===== src/sv/fbsc_pkg.sv =====
`timescale 1ns / 1ps

package fbsc_pkg;

    localparam int ROUND_COUNT_DEF = 16;
    localparam int HALF_W          = 16;
    localparam int BLOCK_W         = 32;
    localparam int KEY_W           = 16;
    localparam int ROW_COUNT       = 16;

    // one bit per column of {L,key}: bit k selects word bit k
    localparam logic [BLOCK_W-1:0] SEL_ROWS [ROW_COUNT] = '{
        32'b1101_0101_0101_1001_1001_0100_0010_0111,
        32'b1110_0010_0101_0010_1111_1110_0001_0100,
        32'b1001_1101_1011_1000_0010_1100_0111_0001,
        32'b1101_1001_0000_1101_1101_0101_0101_1000,
        32'b0100_1000_1111_1011_0110_0110_1100_0010,
        32'b1001_1001_0101_0001_1111_1010_0001_0101,
        32'b0101_0110_1010_1100_1011_0110_0110_0010,
        32'b0110_0000_0101_1111_1010_0011_0101_0101,
        32'b0110_0110_1011_0001_1110_0010_1100_1010,
        32'b0001_0010_1111_0100_0110_1110_1110_1000,
        32'b1101_0010_1010_0011_1011_1011_0100_0010,
        32'b1000_0000_1111_1010_0011_0111_1100_0101,
        32'b1101_0101_0111_0001_1001_1000_1010_0110,
        32'b1000_0110_1111_0100_0100_1100_1011_0110,
        32'b0010_0010_1001_1000_0101_1111_0110_1101,
        32'b0101_1000_0110_1101_0010_1110_1110_0010
    };

    // output bit 15-i takes gathered bit PERM_COL[i]
    localparam logic [3:0] PERM_COL [HALF_W] = '{
        4'd5, 4'd9, 4'd12, 4'd7, 4'd15, 4'd10, 4'd2, 4'd13,
        4'd1, 4'd14, 4'd3, 4'd0, 4'd8, 4'd4, 4'd11, 4'd6
    };

    typedef struct packed {
        logic              valid;
        logic [HALF_W-1:0] left;
        logic [HALF_W-1:0] right;
        logic [KEY_W-1:0]  key;
    } t_stage;

    // round function: gather marked bits msb first, then permute
    function automatic logic [HALF_W-1:0] mix_half(
        input logic [HALF_W-1:0] half,
        input logic [KEY_W-1:0]  key,
        input logic [3:0]        row
    );
        logic [BLOCK_W-1:0] word;
        logic [BLOCK_W-1:0] mask;
        logic [HALF_W-1:0]  gathered;
        logic [HALF_W-1:0]  permuted;
        word     = {half, key};
        mask     = SEL_ROWS[row];
        gathered = '0;
        for (int k = BLOCK_W - 1; k >= 0; k--) begin
            if (mask[k]) begin
                gathered = {gathered[HALF_W-2:0], word[k]};
            end
        end
        for (int i = 0; i < HALF_W; i++) begin
            permuted[HALF_W-1-i] = gathered[PERM_COL[i]];
        end
        return permuted;
    endfunction

endpackage


===== src/sv/fbsc_round.sv =====
`timescale 1ns / 1ps

module fbsc_round
    import fbsc_pkg::*;
#(
    parameter int ROUND_INDEX = 0
) (
    input  logic   i_clk,
    input  logic   i_rst_n,
    input  t_stage i_stage,
    output t_stage o_stage
);

    localparam logic [3:0] ROW = 4'(ROUND_INDEX % ROW_COUNT);

    t_stage n_stage;
    t_stage r_stage;

    // one feistel round: swap halves, xor the mixed left into right
    always_comb begin
        n_stage.valid = i_stage.valid;
        n_stage.key   = i_stage.key;
        n_stage.left  = i_stage.right;
        n_stage.right = mix_half(i_stage.left, i_stage.key, ROW) ^ i_stage.right;
    end

    // stage register: valid bit under reset, payload without reset
    always_ff @(posedge i_clk) begin
        if (!i_rst_n) begin
            r_stage.valid <= 1'b0;
        end else begin
            r_stage.valid <= n_stage.valid;
        end
        r_stage.left  <= n_stage.left;
        r_stage.right <= n_stage.right;
        r_stage.key   <= n_stage.key;
    end

    assign o_stage = r_stage;

endmodule


===== src/sv/feistel_bit_select_cipher_32_core.sv =====
`timescale 1ns / 1ps

// 32-bit feistel bit-select cipher, fully pipelined.
// input channel: raise i_start with i_plain_block and i_cipher_key; the item
// is taken at the rising edge where i_start is high and o_busy is low.
// o_busy is never raised, so an item may be started in every cycle.
// result channel: o_cipher_block is valid for exactly one cycle while
// o_done is high; the receiver cannot hold it off.
// pipeline: one register stage per round, ROUND_COUNT stages (16 by default),
// between the accepting edge and the edge that takes the result.
// throughput: one item per cycle; every round is fixed wiring plus an xor.
// reset: synchronous, active low; clears the stage valid bits so no stale
// item comes out, items in flight are dropped.
// results are in order of acceptance with no gaps.
module feistel_bit_select_cipher_32_core
    import fbsc_pkg::*;
#(
    parameter int ROUND_COUNT = ROUND_COUNT_DEF
) (
    input  logic               i_clk,
    input  logic               i_rst_n,
    input  logic               i_start,
    output logic               o_busy,
    input  logic [BLOCK_W-1:0] i_plain_block,
    input  logic [KEY_W-1:0]   i_cipher_key,
    output logic               o_done,
    output logic [BLOCK_W-1:0] o_cipher_block
);

    t_stage s_stage [ROUND_COUNT+1];

    // pipeline never stalls
    assign o_busy = 1'b0;

    // stage input from the command ports
    always_comb begin
        s_stage[0].valid = i_start && !o_busy;
        s_stage[0].left  = i_plain_block[BLOCK_W-1:HALF_W];
        s_stage[0].right = i_plain_block[HALF_W-1:0];
        s_stage[0].key   = i_cipher_key;
    end

    // one registered round per stage
    for (genvar g = 0; g < ROUND_COUNT; g++) begin : g_round
        fbsc_round #(
            .ROUND_INDEX(g)
        ) u_round (
            .i_clk  (i_clk),
            .i_rst_n(i_rst_n),
            .i_stage(s_stage[g]),
            .o_stage(s_stage[g+1])
        );
    end

    // result strobe and block
    assign o_done         = s_stage[ROUND_COUNT].valid;
    assign o_cipher_block = {s_stage[ROUND_COUNT].left, s_stage[ROUND_COUNT].right};

    // a result strobe always comes from an item that was started
    a_done_from_start: assert property (@(posedge i_clk) disable iff (!i_rst_n)
        o_done |-> $past(i_start, ROUND_COUNT))
        else $error("result strobe without matching start");

    // the key travels with its item through every stage
    a_key_carried: assert property (@(posedge i_clk) disable iff (!i_rst_n)
        o_done |-> (s_stage[ROUND_COUNT].key == $past(i_cipher_key, ROUND_COUNT)))
        else $error("key lost alignment with its item");

    // reset flushes the pipeline
    a_reset_flush: assert property (@(posedge i_clk)
        !i_rst_n |=> !o_done)
        else $error("result strobe right after reset");

endmodule


===== config.mk =====
export PLATFORM = sky130hd
export DESIGN_NAME = feistel_bit_select_cipher_32_core
export DESIGN_NICKNAME = d
export VERILOG_FILES = /design/src/sv/fbsc_pkg.sv /design/src/sv/fbsc_round.sv /design/src/sv/feistel_bit_select_cipher_32_core.sv
export SDC_FILE = /design/constraint.sdc
export NUM_CORES = 1
export LEC_CHECK = 0
export BUFFER_PORTS_ARGS = -buffer_cell sky130_fd_sc_hd__buf_2
export CORE_ASPECT_RATIO = 2
export CORE_MARGIN = 2
export CORE_UTILIZATION = 59
export DETAILED_ROUTE_END_ITERATION = 12
export PLACE_DENSITY_LB_ADDON = 0.1
export SKIP_CTS_REPAIR_TIMING = 1
export SYNTH_ARGS = -nofsm -noshare
export SYNTH_HDL_FRONTEND = slang
export SYNTH_HIERARCHICAL = 1
export SYNTH_SLANG_ARGS = --single-unit

===== constraint.sdc =====
create_clock -name i_clk -period 0.8 [get_ports i_clk]
set_clock_uncertainty 0.05 [all_clocks]
set_input_delay 0.04 -clock i_clk [delete_from_list [all_inputs] [get_ports i_clk]]
set_output_delay 0.04 -clock i_clk [all_outputs]
set_load 0.02 [all_outputs]

==> impl_summary.md <==
Run status
The flow ran to the end, but the final reports show violations. The final reports fail on setup timing.

STA
The fmax is 0.901 GHz. The max-slew violation count is 0. Setup violations remaining at the end of the flow were counted as 33. The final critical path takes up 139% of the cycle. Setup repair after global routing could not meet its margin everywhere. The hold violation total from the final report is 0. In the post-route analysis, the smallest setup slack over all paths is -0.310 ns. Summed over all failing endpoints, the final setup total negative slack is -8.86 ns. The minimum period implied by the final worst setup slack is 1.11 ns.

Synthesis
A synthesized cell averages 16.6 um^2. The post-synth net total is 958. The synthesized netlist occupies a cell area of 15000 um^2. The number of warnings printed during yosys synthesis is 6. The cell count after synthesis came out at 907.

Cells and area
The register with the most flip-flops in the layout has 633 of them. 0 antenna diodes ended up in the layout. In the final layout, the share of cells above drive strength 1 is 16.7%.

After the last flow step, the layout net total stands at 1126. Leaving out fill and tap cells, the most frequent cell in the layout is sky130_fd_sc_hd__dfxtp_1. The area growth from synthesis to layout is 20.5%. The final instance area is 18100 um^2. The top cell types in the final layout, fill and taps aside, are sky130_fd_sc_hd__dfxtp_1 (599), sky130_fd_sc_hd__xor2_1 (255), sky130_fd_sc_hd__clkbuf_16 (49).

GRT
The pin count of the biggest net entering global routing is 19. The initial antenna violation count is 0. For this run the aggregate overflow at the end of global routing stands at 0.

The total track usage is 12.2%. The first global-routing pass estimated 24200 um of wire. The via count of the first global-routing pass is 5824.

Power and ir drop
The clock network accounts for 30.2% of the total power. The cell area power density is 4260 nW/um^2. Per report_power, the combinational group accounts for 10.3% of the total.

Sequential cells burn 59.5% of the power. The internal power consumption is 59.5 mW. The switching power summed over all nets is 17.6 mW. The leakage power figure is 7.83 nW.

The completed layout was analyzed and its total power is 77.1 mW. Across the VDD grid, the largest voltage drop is 2.25 mV. In this run switching power makes up 22.8% of total power.

Routing
Wire segments on met2 add up to 11100 um in the final route. The starting DRC count in detailed routing is 151. The final layout contains routed wiring with a total length of 17100 um. In this run the remaining antenna-violating nets after routing total 0.

Before antenna repair, the detailed router went through 3 iterations. The highest layer used for signal routing is met4. The routed design uses 692 um of met3 wire. Detailed routing inserted a total of 6094 vias. The routed wire length per instance is 11.8 um. In the final routing, the length of wire on met1 measures 4590 um.

The average via count per standard cell is 4.21. In the routed design, unresolved DRC markers number 0.

Min path
The worst min-delay path class is primary input to flip-flop.

Worst setup path
The category of the worst setup path capture point is an output port. The worst path required time is 0.71 ns. The slowest cell on the critical path is sky130_fd_sc_hd__dfxtp_4.

The worst setup path is launched from a flip-flop. On the worst path, the slowest cell contributes a delay of 0.36 ns. The sum of buffers and inverters on the critical path is 1. The signal on the critical path passes through buf_6.

The maximum fanout along the worst path is 1. The classification of the worst setup path is flip-flop to output port. At the worst endpoint, the arrival time is 1.02 ns. The gate family responsible for the most delay along the worst path is flip-flops. The register-to-register setup slack is 0.04 ns.

Placed design
Buffers placed on the I/O ports in this run total 76. Routability-driven placement finished with a final weighted congestion of 0.678. The wire-length estimate of the detail-placed layout is 10700 um. In this run the cell area measured after placement is 15800 um^2.

Clock tree
The number of CTS-inserted buffers is 47. The CTS tree is built. The clock passes through at most 3 buffers. Clock latency on the worst-skew pair, taken at its later pin, is 0.55 ns. Clock tree synthesis selected as its root buffer the cell sky130_fd_sc_hd__clkbuf_16.

The H-tree was split into 2 levels. The clock transition at the registers of the reported paths is 0.06 ns. The clock sink total is 633.

Run
Across the run, the number of max-cap violations was 0.

Die
In this run the standard cell core region covers 25000 um^2. For this configuration, the core starts out at a cell density of 60.0%. The floorplan die area is 26800 um^2.

In this run the count of I/O pins placed on the die edge is 85. After floorplanning, the core was divided into 82 placement rows. Measured along the y axis, the die boundary spans 230 um. The horizontal extent of the die is 117 um.
==> power by group through the flow <==
stage,clock [mW],sequential [mW],combinational (mW)
global route,25.0,46.6,8.88
global placement,0,46.1,6.54
floorplan,0,46.0,4.00
CTS,24.0,45.7,6.92
detailed placement,0,46.4,6.85
finish,23.3,45.9,7.93
==> metrics by stage <==
stage               hold WS [ns]  setup slack (ns)  utilization [%]  instances
finish                    0.0725            -0.310             72.3       1446
global route              0.0762            -0.356             72.3       1446
CTS                       -0.493            -0.478             69.6       1403
detailed placement        0.0936            -0.131             63.2       1319
global placement          0.0929            -0.151             63.2       1319
floorplan                 0.0177             0.199                -        907
==> metal layers <==
metal,vias up,track usage [%]
li1,3117,-
met1,2808,6.78
met2,122,27.5
met3,47,3.11
met4,0,7.24
met5,-,0
==> final timing paths <==
path	startpoint	to	depth (start not counted)
setup / recovery	g_round[15].u_round/o_stage[38]$_DFF_P_	o_cipher_block[22]	1
hold / removal	i_cipher_key[11]	g_round[0].u_round/o_stage[11]$_DFF_P_	2
setup reg to reg	g_round[4].u_round/o_stage[29]$_DFF_P_	g_round[5].u_round/o_stage[29]$_DFF_P_	1
hold reg to reg	g_round[6].u_round/o_stage[7]$_DFF_P_	g_round[7].u_round/o_stage[7]$_DFF_P_	0
==> final cells by class <==
cell class | count | area (um^2)
sequential | 633 | 12700
fill | 1627 | 6920
multi-input combinational | 273 | 2350
clock buffer | 75 | 1470
timing repair buffer | 120 | 1020
tap | 336 | 420
clock inverter | 9 | 120
(Power assumes the default switching activity.)
